## config.mk

```make
export PLATFORM = sky130hd
export DESIGN_NAME = npc_lane
export DESIGN_NICKNAME = d
export VERILOG_FILES = /design/src/rtl/assert_macros.svh /design/src/rtl/npc_pkg.sv /design/src/rtl/npc_lane.sv
export SDC_FILE = /design/constraint.sdc
export NUM_CORES = 1
export LEC_CHECK = 0
export BUFFER_PORTS_ARGS = -buffer_cell sky130_fd_sc_hd__buf_4
export CORE_MARGIN = 3
export CORE_UTILIZATION = 60
export DETAILED_ROUTE_END_ITERATION = 8
export GPL_TIMING_DRIVEN = 0
export PLACE_DENSITY = 0.8
export SLEW_MARGIN = 5
export SYNTH_ARGS = -nofsm -noshare
export SYNTH_HDL_FRONTEND = slang
export SYNTH_SLANG_ARGS = --single-unit
```

## constraint.sdc

```tcl
create_clock -name i_clk -period 6.81 [get_ports i_clk]
set_input_delay 0 -clock i_clk [delete_from_list [all_inputs] [get_ports i_clk]]
set_output_delay 0 -clock i_clk [all_outputs]
set_load 0.01 [all_outputs]
```

## src/rtl/assert_macros.svh

```systemverilog
// assertion helpers for the rtl files, included by nearest_palette_color_top
`ifndef ASSERT_MACROS_SVH
`define ASSERT_MACROS_SVH

// checked on every rising edge once reset is released
`define ASSERT_CLK(label, prop, msg) \
    label: assert property (@(posedge i_clk) disable iff (!i_rst_n) prop) \
        else $error(msg);

// checked on every rising edge, reset included
`define ASSERT_ALWAYS(label, prop, msg) \
    label: assert property (@(posedge i_clk) prop) else $error(msg);

`endif

```

## src/rtl/npc_pkg.sv

```systemverilog
`default_nettype none
package npc_pkg;

    localparam int COLOR_W = 8;
    localparam int SQ_W    = 2 * COLOR_W;
    localparam int DIST_W  = SQ_W + 2;
    localparam int SLOT_W  = 3;
    localparam int CNT_W   = 4;
    localparam int OUT_IDX_W = 3;
    localparam int IN_TDATA_W  = 32;
    localparam int OUT_TDATA_W = 32;

    localparam logic KIND_LOAD  = 1'b0;
    localparam logic KIND_PIXEL = 1'b1;

    typedef struct packed {
        logic [COLOR_W-1:0] blue;
        logic [COLOR_W-1:0] green;
        logic [COLOR_W-1:0] red;
    } t_rgb;

    typedef struct packed {
        logic              vld;
        logic [DIST_W-1:0] sq_dist;
        t_rgb              color;
    } t_cand;

    function automatic logic [COLOR_W-1:0] abs_diff(input logic [COLOR_W-1:0] a,
                                                    input logic [COLOR_W-1:0] b);
        return (a > b) ? (a - b) : (b - a);
    endfunction

endpackage
`default_nettype wire

```

## src/rtl/npc_lane.sv

```systemverilog
`default_nettype none
module npc_lane import npc_pkg::*; (
    input  wire logic  i_clk,
    input  wire logic  i_en,
    input  wire logic  i_vld,
    input  wire t_rgb  i_pix,
    input  wire t_rgb  i_ent,
    output t_cand      o_cand
);

    logic [COLOR_W-1:0] w_dr, w_dg, w_db;
    logic [SQ_W-1:0]    r_sq_r, r_sq_g, r_sq_b;
    t_rgb               r_color;
    logic               r_vld;
    t_cand              r_cand;

    assign w_dr = abs_diff(i_pix.red,   i_ent.red);
    assign w_dg = abs_diff(i_pix.green, i_ent.green);
    assign w_db = abs_diff(i_pix.blue,  i_ent.blue);

    // stage one: per-channel squares, stage two: their sum
    always_ff @(posedge i_clk) begin
        if (i_en) begin
            r_vld   <= i_vld;
            r_color <= i_ent;
            r_sq_r  <= SQ_W'(w_dr) * SQ_W'(w_dr);
            r_sq_g  <= SQ_W'(w_dg) * SQ_W'(w_dg);
            r_sq_b  <= SQ_W'(w_db) * SQ_W'(w_db);
            r_cand.vld     <= r_vld;
            r_cand.color   <= r_color;
            r_cand.sq_dist <= DIST_W'(r_sq_r) + DIST_W'(r_sq_g) + DIST_W'(r_sq_b);
        end
    end

    assign o_cand = r_cand;

endmodule
`default_nettype wire

```

==> impl_metrics.yaml <==
status:
  status: "finished clean"
yosys:
  syn_inst: 1063
  ys_warn_count: 0
  synth_edf_count: 113
  syn_area_per_cell_um2: 10.7
  ys_seq_elements: 113
  synthFlopType: "edfxtp_1"
  ys_types: 66
  async_flop_share_pct: 0
  syn_area_mm2: 0.0114
  synth-seq-area-share_pct: 29.9
setup_path:
  endpoint_kind: "register"
  ff2ff_setup_slack_ns: 3.60
  worstSetupStartpointType: "input pin"
  reg2reg_from: "r_sq_b[3]"
  arrival_ns: 6.58
  crit_type: "input pin to register"
  reg2reg_to: "o_cand[38]"
  r2r_cells: 9
  cp_max_fo: 8
  critPathRequiredTime_ns: 6.96
die:
  die_width_um: 144
  dieHeight_um: 144
  start_util_pct: 62.2
  coreArea_mm2: 0.0183
  num_io_pins: 94
  die-area_mm2: 0.0206
  rows: 49
placement:
  gp_congestion: 0.881
  portBuffers: 93
  dp_hpwl_um: 16500
hold_path:
  whs_endpoint: "r_vld"
  min_from: "i_vld"
  min_path_type: "input pin to register"
  holdPathStages: 2
timing:
  period_share_pct: 94.4
  setup_viol: 0
  rsz0062_at_grt: "no"
  max_freq_mhz: 156
  fin_crit_ns: 6.43
  report.final.slew_viol_count: 0
  clock_skew_ns: 0.00707
  tns_ns: 0
  max_slew_margin_pct: 42.5
  worst_pin_slew_ns: 0.857
  finalHoldViolations: 0
final_layout:
  diodes: 0
  final_common_cell: "inv_1"
  finalNetCount: 1503
  drive_gt1_share_pct: 15.8
  area_growth_pct: 16.7
  final_cell_mix: "inv_1 (199), ha_1 (149), edfxtp_1 (113)"
route:
  drtIter0Drc: 460
  vias: 7835
  drc: 0
  wire_per_inst_um: 14.9
  drt-total-wl_um: 21500
  avgViaCountPerCell: 5.41
  route.antenna.remaining_nets: 0
  first_pass_iters: 5
clock_network:
  cts_buffers: 17
  clk_latency_ns: 0.42
  clockBufferDepth: 2
  root_buffer: "clkbuf_16"
  cts_tree: "done"
  path_clk_slew_ns: 0.05
  htreeDepth: 4
  cts.sinks: 113
global_route:
  grt_pass1_vias: 7929
  grt_pass1_wl_um: 36700
  grt_overflow: 0
  grt.total_usage_pct: 22.2
  grt_max_degree: 114
  antenna_found_initial: 0
job:
  cap_viol_max_count: 0
[cells in the mapped netlist (5+ instances only)]
| cell | instances | share of area, % |
|---|---|---|
| a21o_1 | 32 | 2.1 |
| a21oi_1 | 59 | 2.6 |
| a31oi_1 | 7 | 0.39 |
| buf_2 | 5 | 0.22 |
| buf_4 | 5 | 0.33 |
| clkbuf_1 | 6 | 0.20 |
| edfxtp_1 | 113 | 30 |
| fa_1 | 97 | 17 |
| ha_1 | 149 | 16 |
| inv_1 | 199 | 6.6 |
| mux2i_1 | 15 | 1.3 |
| nand2_1 | 30 | 0.99 |
| nand2b_1 | 10 | 0.55 |
| nand3b_1 | 8 | 0.53 |
| nand4_1 | 8 | 0.44 |
| nor2_1 | 96 | 3.2 |
| nor2_2 | 6 | 0.33 |
| nor3_1 | 13 | 0.57 |
| o21a_1 | 6 | 0.40 |
| o21ai_0 | 21 | 0.92 |
| o21bai_1 | 6 | 0.40 |
| o22ai_1 | 5 | 0.28 |
| or2_1 | 6 | 0.33 |
| or2_2 | 13 | 0.72 |
| xnor2_1 | 46 | 3.5 |
| xor2_1 | 19 | 1.5 |
[worst max-delay path, stage by stage]
cell,delay (ns)
dlygate4sd3_1,0.53
buf_4,0.12
ha_1,0.16
inv_1,0.06
fa_1,0.42
a21o_1,0.23
a221oi_4,0.34
a21oi_4,0.17
mux2i_1,0.16
xnor2_1,0.64
nor2_1,0.21
fa_1,0.54
fa_1,0.54
inv_1,0.06
fa_1,0.50
fa_1,0.54
inv_1,0.04
ha_1,0.32
inv_1,0.11
nor2_1,0.06
o31a_1,0.11
o22ai_1,0.33
o21ai_0,0.17
xor2_1,0.19
[sequential cells by signal, indices dropped and copies added, names as in the netlist]
name and count:
r_color 24, r_sq_b 15, o_cand 43, r_sq_g 15
r_sq_r 15, r_vld 1
[area by class of cell]
cell class / instances / area [um2]
multi-input cells: 731 / 7110
fillers: 1322 / 5010
flip-flops and latches: 113 / 3390
repair buffers: 122 / 1000
inverters: 201 / 754
clock buffers: 17 / 425
well taps: 229 / 287
clock inverters: 15 / 158
plain buffers: 20 / 130
[routing by layer]
| metal | vias to the layer above | part of all wire, % | global-route usage (%) |
|---|---|---|---|
| li1 | 3840 | - | - |
| met1 | 3762 | 44 | 29.5 |
| met2 | 201 | 50 | 37.4 |
| met3 | 32 | 4.3 | 3.83 |
| met4 | 0 | 1.9 | 6.94 |
| met5 | - | 0 | 0 |
[logic make-up after synthesis]
kind of cell / count (synthesis) / synth area share (%)
buf+inv: 221 / 7.78
fa+ha+maj: 246 / 33.5
mux: 19 / 2.04
flops: 113 / 29.9
xor+xnor: 76 / 6.98
other cells: 1 / 0.0330
simple gates: 216 / 9.39
compound gates: 171 / 10.4
[timing repair]
action	4_1_cts	5_1_grt
resized for setup	0	2
buffers inserted	0	2
endpoints found under the setup margin	0	2
hold endpoints to repair	25	23
hold buffers	25	1
[worst max-delay path by stage]
stage	startpoint	endpoint	slack [ns]	cells past startpoint
finish	i_ent[8]	r_sq_g[14]	0.38	24
global placement	i_pix[0]	r_sq_r[12]	0.38	25
detailed placement	i_pix[0]	r_sq_r[12]	0.31	25
global route	i_ent[8]	r_sq_g[14]	0.007	24
floorplan	i_pix[0]	r_sq_r[12]	1.02	26
CTS	i_ent[0]	r_sq_r[12]	0.22	25
[metrics by stage]
step | std cells | worst slack [ns] | utilization (%) | hold slack (ns) | area [um2]
finish | 1448 | 0.381 | 72.6 | 0.311 | 13300
global route | 1448 | 0.00719 | 72.6 | 0.309 | 13300
CTS | 1444 | 0.221 | 72.2 | 0.287 | 13200
detailed placement | 1387 | 0.311 | 67.6 | 0.190 | 12400
global placement | 1387 | 0.378 | 67.6 | 0.184 | 12400
floorplan | 1065 | 1.02 | - | 0.0989 | 11400
Power is left out: the tool's default activity adds up to more than one toggle a clock period on the data nets, which glitch-free logic cannot reach.
