`src/rtl/assert_macros.svh`:
```
// assertion helpers for the rtl files, included by nearest_palette_color_top
`ifndef ASSERT_MACROS_SVH
`define ASSERT_MACROS_SVH

// checked on every rising edge once reset is released
`define ASSERT_CLK(label, prop, msg) \
    label: assert property (@(posedge i_clk) disable iff (!i_rst_n) prop) \
        else $error(msg);

// checked on every rising edge, reset included
`define ASSERT_ALWAYS(label, prop, msg) \
    label: assert property (@(posedge i_clk) prop) else $error(msg);

`endif

```
`src/rtl/npc_pkg.sv`:
```
`default_nettype none
package npc_pkg;

    localparam int COLOR_W = 8;
    localparam int SQ_W    = 2 * COLOR_W;
    localparam int DIST_W  = SQ_W + 2;
    localparam int SLOT_W  = 3;
    localparam int CNT_W   = 4;
    localparam int OUT_IDX_W = 3;
    localparam int IN_TDATA_W  = 32;
    localparam int OUT_TDATA_W = 32;

    localparam logic KIND_LOAD  = 1'b0;
    localparam logic KIND_PIXEL = 1'b1;

    typedef struct packed {
        logic [COLOR_W-1:0] blue;
        logic [COLOR_W-1:0] green;
        logic [COLOR_W-1:0] red;
    } t_rgb;

    typedef struct packed {
        logic              vld;
        logic [DIST_W-1:0] sq_dist;
        t_rgb              color;
    } t_cand;

    function automatic logic [COLOR_W-1:0] abs_diff(input logic [COLOR_W-1:0] a,
                                                    input logic [COLOR_W-1:0] b);
        return (a > b) ? (a - b) : (b - a);
    endfunction

endpackage
`default_nettype wire

```
`src/rtl/npc_min_tree.sv`:
```
`default_nettype none
module npc_min_tree import npc_pkg::*; #(
    parameter int LVLS = 3
) (
    input  wire logic            i_clk,
    input  wire logic            i_en,
    input  wire t_cand           i_leaf [2**LVLS],
    output t_cand                o_root,
    output logic [LVLS-1:0]      o_root_idx
);

    localparam int LANES = 2**LVLS;

    // heap numbering: node k has children 2k and 2k+1, leaves sit at LANES and up
    t_cand           r_node [1:LANES-1];
    logic [LVLS-1:0] r_idx  [1:LANES-1];

    for (genvar k = 1; k < LANES; k++) begin : g_node
        t_cand           w_a, w_b;
        logic [LVLS-1:0] w_ai, w_bi;
        logic            w_take_b;

        if (2 * k >= LANES) begin : g_bottom
            assign w_a  = i_leaf[2*k-LANES];
            assign w_b  = i_leaf[2*k+1-LANES];
            assign w_ai = LVLS'(2*k-LANES);
            assign w_bi = LVLS'(2*k+1-LANES);
        end else begin : g_inner
            assign w_a  = r_node[2*k];
            assign w_b  = r_node[2*k+1];
            assign w_ai = r_idx[2*k];
            assign w_bi = r_idx[2*k+1];
        end

        // left side holds the lower indices, so it keeps ties
        assign w_take_b = w_b.vld && (!w_a.vld || (w_b.sq_dist < w_a.sq_dist));

        always_ff @(posedge i_clk) begin
            if (i_en) begin
                r_node[k] <= w_take_b ? w_b  : w_a;
                r_idx[k]  <= w_take_b ? w_bi : w_ai;
            end
        end
    end

    assign o_root     = r_node[1];
    assign o_root_idx = r_idx[1];

endmodule
`default_nettype wire

```
`config.mk`:
```
export PLATFORM = sky130hd
export DESIGN_NAME = npc_min_tree
export DESIGN_NICKNAME = d
export VERILOG_FILES = /design/src/rtl/assert_macros.svh /design/src/rtl/npc_pkg.sv /design/src/rtl/npc_min_tree.sv
export SDC_FILE = /design/constraint.sdc
export NUM_CORES = 1
export LEC_CHECK = 0
export ABC_CLOCK_PERIOD_IN_PS = 5100
export BUFFER_PORTS_ARGS = -buffer_cell sky130_fd_sc_hd__buf_2
export CAP_MARGIN = 10
export CELL_PAD_IN_SITES_DETAIL_PLACEMENT = 2
export CELL_PAD_IN_SITES_GLOBAL_PLACEMENT = 2
export CORE_ASPECT_RATIO = 0.8
export CORE_MARGIN = 3
export CORE_UTILIZATION = 35
export DETAILED_ROUTE_END_ITERATION = 10
export PLACE_DENSITY = 0.86
export SLEW_MARGIN = 25
export SYNTH_ARGS = -nofsm -noshare
export SYNTH_HDL_FRONTEND = slang
export SYNTH_SLANG_ARGS = --single-unit
```
`constraint.sdc`:
```
create_clock -name i_clk -period 5.1 [get_ports i_clk]
set_clock_uncertainty 0.15 [all_clocks]
set_input_delay 1.02 -clock i_clk [delete_from_list [all_inputs] [get_ports i_clk]]
set_output_delay 1.02 -clock i_clk [all_outputs]
set_load 0.01 [all_outputs]
```
==> results of run 1 <==
[synthesized netlist by cell type, drive strengths merged]
cell	count
a221oi	3
nor2	8
nand2b	9
o21a	5
nand4	95
nand3	178
a211o	3
and4	4
o31ai	2
inv	173
o2111ai	7
a221o	2
nand2	109
ha	119
a31oi	88
mux2	214
a21o	8
a211oi	2
a21boi	3
or2	7
edfxtp	312
o21ai	104
buf	23
a21oi	37
nor3	2
a2111oi	5
or3	3
nand3b	2
and3	2
and2	2
o211ai	2
o2111a	2
clkbuf	82
nor2b	2
or3b	3
[final cells by class]
class / instances / area, um2 / area share (%)
sequential: 312 / 9370 / 41.4
multi-input combinational: 1032 / 8270 / 36.6
timing repair buffer: 416 / 2240 / 9.93
clock buffer: 50 / 1020 / 4.50
tap: 693 / 867 / 3.84
inverter: 173 / 649 / 2.87
clock inverter: 20 / 171 / 0.758
antenna: 6 / 15.0 / 0.0664
[power by group through the flow]
stage / sequential [W] / clock, W / combinational, W
final: 0.00337 / 0.00266 / 0.00160
after global routing: 0.00339 / 0.00282 / 0.00175
after CTS: 0.00337 / 0.00273 / 0.00162
after detailed placement: 0.00342 / 0 / 0.00158
after global placement: 0.00340 / 0 / 0.00146
after floorplan: 0.00335 / 0 / 0.000949
[per-layer routing]
metal	wire length [um]	global-route usage, %	vias up
met2	35400	42.9	475
met3	3670	4.49	95
met5	57	0	-
met4	1680	6.97	8
li1	-	-	6812
met1	26700	27.7	7659
[worst max-delay path, stage by stage, from the launching register on]
cell	delay [ns]
edfxtp_1	0.43
inv_1	0.08
ha_1	0.32
a21oi_1	0.20
o21ai_0	0.14
a221oi_1	0.34
nand3_2	0.14
a21boi_4	0.72
buf_4	0.32
mux2_1	0.41
[state kept, by name, indices dropped and copies added, names as in the netlist]
| name | cells |
|---|---|
| r_node | 301 |
| r_idx | 11 |
[cell families after synthesis]
logic type | count (synthesis) | share of synthesized area, %
AO/OA/AOI/OAI | 273 | 8.97
adder cells (fa/ha/maj) | 119 | 7.91
buffers and inverters | 278 | 6.58
flip-flops | 312 | 49.8
multiplexers | 214 | 15.1
AND/OR/NAND/NOR | 426 | 11.6
[per-stage QoR]
stage | worst slack [ns] | util [%]
CTS | 1.52 | 42.8
detailed placement | 1.16 | 40.5
finish | 1.55 | 42.8
global placement | 1.30 | 40.4
global route | 1.41 | 42.8
floorplan | 1.95 | -
[worst paths after layout]
check	cells after the start	slack, ns	endpoint	startpoint
worst min register to register	1	0.39	r_node[0][95]	r_node[0][181]
worst max-delay path	9	1.55	r_node[0][139]	r_node[0][289]
worst max register to register	9	1.55	r_node[0][139]	r_node[0][289]
worst min-delay path	1	0.39	r_node[0][95]	r_node[0][181]
==> impl_metrics.ini, run 1 <==
[synth]
ys_ff_latch = 312
synth_nets = 2087
synth_cell_type_count = 42
synth_area_leaders = edfxtp_1 (50%), mux2_4 (9.3%), ha_1 (7.9%), nand3_1 (4.7%), mux2_2 (4.1%)
seq_area_frac_synth_pct = 49.8
syn_inst = 1622
synth_top_area_share_pct = 49.8
syn_area_um2 = 18800
post_synth.cell_area_avg_um2 = 11.6
ys_warn_count = 0
synth_largest_area_cell = edfxtp_1

[cells_and_area]
drive_gt1_share_pct = 33.8
final_cell_mix = buf_2 (390), edfxtp_1 (312), inv_1 (173), nand3_1 (173), ha_1 (119)
areaGrowthSynthToFinish_pct = 20.1
instances_no_fill = 2702
layout_commonest_cell = buf_2
fill_cells = 5519
nets = 2438
design_area_um2 = 22600

[place]
placed_area_um2 = 21400
io_buffers = 391
place.gp.congestion = 0.821
dpl.hpwl_um = 49200
dp.cells = 2626

[power]
p_int_w = 0.00544
power_frac_comb_pct = 21.0
power_w = 0.00762
power.leakage_nw = 9.77
p_switching_w = 0.00218
power_frac_seq_pct = 44.2
peakVddDrop_uv = 185
clkPwrFrac_pct = 34.8
powerDensity_nw_per_um2 = 337
swShare_pct = 28.6

[setup_path]
worstSetupPathType = flip-flop to flip-flop
cp.required_ns = 5.23
arrival_ns = 3.68
cp-start-kind = flip-flop
crit_path_end_kind = flip-flop
cp_max_fo = 23

[sta]
min_period_over_period_pct = 69.7
timing_hold_violations_final = 0
tns_ns = 0
finalCriticalPeriod_ns = 3.55
fmax_ghz = 0.281
setup_violations = 0
final-max-slew-violation-count = 0
tightest_slew_ns = 1.02
slew_headroom_pct = 31.9
rsz0062_at_grt = no
hold_slack_ns = 0.391

[detailed_routing]
via_per_inst = 5.57
drt-initial-drc-count = 892
drc = 0
dr_total_vias = 15049
ant_nets = 0
wl_um = 67600
avgRoutedWirePerCell_um = 25.0
dr.pass1.iters = 5

[clocking]
ctsResizeCount = 0
ctsHoldBuffers = 0
worstSkewPairLatency_ns = 0.56
numCtsBuffers = 38
htree_levels = 2
clock_path_buffers = 3
clk_pin_slew_ns = 0.06
cts_tree = built
cts.sinks = 312
post_cts_buffers = 0
root_buffer = clkbuf_16

[min_path]
hp-class = flip-flop to flip-flop

[grt]
grt_pass1_vias = 16705
grt_max_degree = 92
grt_overflow = 0
gr-usage-all-layers_pct = 23.3
grt_pass1_wl_um = 100000
antenna_found_initial = 10

[floorplanning]
core_area_um2 = 52800
die_w_um = 265
dieArea_um2 = 56600
ios = 392
initial_utilization_pct = 35.6
die_y_um = 213
fp-row-count = 75

[run]
drv_cap = 0

[run_status]
status = finished clean
No activity file was read; power rests on OpenSTA's default activity.
==> run 2, diff against run 1 <==
- ABC_CLOCK_PERIOD_IN_PS: 5100 -> 3700
- clock period: 5.1 -> 3.7 ns (I/O delays scaled with it)
==> run 2 against run 1 <==
Die area stayed put. Clock power increased by 30%. Hold slack lost 0.026 ns. Fmax grew 5.1%. Sequential share of layout area is 0.10 points lower. Power rose by 35%. Flip-flop and latch count unchanged. Combinational power up 38%. Register-to-register slack worse by 1.2 ns. Sequential power increased by 38%.
==> impl_metrics.ini, run 2 (same netlist as run 1, synthesis figures left out) <==
[run_status]
status = finished clean

[cells_and_area]
fill_cells = 5482
top_register = r_node
areaGrowthSynthToFinish_pct = 20.4
drive_gt1_share_pct = 33.9
nets = 2444
largest_register_ffs = 301
reg_top3 = r_node x301, r_idx x11
final_cell_mix = buf_2 (390), edfxtp_1 (312), inv_1 (173), nand3_1 (173), ha_1 (119)
layout_commonest_cell = buf_2

[clocking]
root_buffer = clkbuf_16
numCtsBuffers = 36
ctsResizeCount = 0
clk_pin_slew_ns = 0.06
cts.sinks = 312
post_cts_buffers = 0
htree_levels = 2
worstSkewPairLatency_ns = 0.53
cts_tree = built
ctsHoldBuffers = 0
clock_path_buffers = 3

[detailed_routing]
avgRoutedWirePerCell_um = 24.8
dr_total_vias = 14967
ant_nets = 0
dr.pass1.iters = 5
drc = 0
via_per_inst = 5.54
drt-initial-drc-count = 888
wl_um = 67000

[sta]
final-max-slew-violation-count = 0
min_period_over_period_pct = 91.3
setup_violations = 0
rsz0062_at_grt = no
timing_hold_violations_final = 0
tns_ns = 0
fmax_ghz = 0.296
finalCriticalPeriod_ns = 3.38
hold_slack_ns = 0.365
tightest_slew_ns = 1.05
slew_headroom_pct = 30.2

[power]
power.leakage_nw = 9.81
peakVddDrop_uv = 215
powerDensity_nw_per_um2 = 454

[setup_path]
startpoint = r_node[0][291]
cp_max_fo = 16
arrival_ns = 3.50
worstSetupPathType = flip-flop to flip-flop
cp-start-kind = flip-flop
cp.required_ns = 3.82
r2r-start = r_node[0][291]
crit_path_end_kind = flip-flop

[floorplanning]
fp-row-count = 75
initial_utilization_pct = 35.6
core_area_um2 = 52800
die_y_um = 213
ios = 392
dieArea_um2 = 56600
die_w_um = 265

[grt]
grt_pass1_wl_um = 101000
gr-usage-all-layers_pct = 23.1
grt_pass1_vias = 16778
grt_overflow = 0
antenna_found_initial = 10
grt_max_degree = 88

[min_path]
hp-start = i_leaf[219]
hp-class = input pin to flip-flop

[place]
dpl.hpwl_um = 50200
place.gp.congestion = 0.812
io_buffers = 391

[run]
drv_cap = 0
[run 2: changes by cell type in the layout (fill, tap and decap cells not counted), moves of 2 or more]
cell and delta:
diode_2 -3, clkbuf_16 -2, inv_6 +2, clkbuf_1 -2, clkinv_8 -2, buf_12 +9
clkinv_4 -2
[run 2: worst max-delay path, cell delays in order, from the launching register on]
cell and delay (ns):
edfxtp_1 0.37, inv_1 0.06, ha_1 0.33, a21oi_1 0.16, o21ai_0 0.10, a221oi_1 0.49, nand3_2 0.15, a21boi_4 0.53
buf_4 0.38, mux2_2 0.40
[run 2: cell type report]
type | count | area (um2) | area share, %
Multi-Input combinational cell | 1032 | 8270 | 36.5
Clock buffer | 46 | 960 | 4.23
Clock inverter | 19 | 140 | 0.618
Antenna cell | 3 | 7.51 | 0.0331
Timing Repair Buffer | 424 | 2400 | 10.6
Tap cell | 693 | 867 | 3.83
Sequential cell | 312 | 9370 | 41.3
Inverter | 173 | 649 | 2.87
[run 2: worst paths after layout]
check | endpoint | slack (ns) | cells past startpoint
worst max-delay path | r_node[0][163] | 0.32 | 9
worst min-delay path | r_node[0][219] | 0.37 | 2
worst max register to register | r_node[0][163] | 0.32 | 9
worst min register to register | r_node[0][108] | 0.38 | 1
[run 2: report_power, final]
part           switching (W)  internal, W  leakage, nW
logic                0.00120      0.00100         6.22
clock network        0.00148      0.00197        0.539
registers           0.000208      0.00443         3.05
total                0.00288      0.00740         9.81
[run 2: per-layer routing]
layer	global-route usage, %	part of all wire (%)
met5	0	0.12
met4	5.70	2.3
met3	4.37	5.0
met2	43.7	53
met1	27.2	40
[run 2: per-stage QoR]
stage	worst slack [ns]	instance area [um2]	instances	total power [W]	utilization, %
CTS	0.298	22700	2699	0.0104	42.9
floorplan	0.828	18800	1622	0.00593	-
global placement	0.395	21500	2633	0.00670	40.7
detailed placement	0.276	21600	2634	0.00691	40.8
finish	0.321	22700	2702	0.0103	42.9
global route	0.113	22700	2701	0.0107	42.9
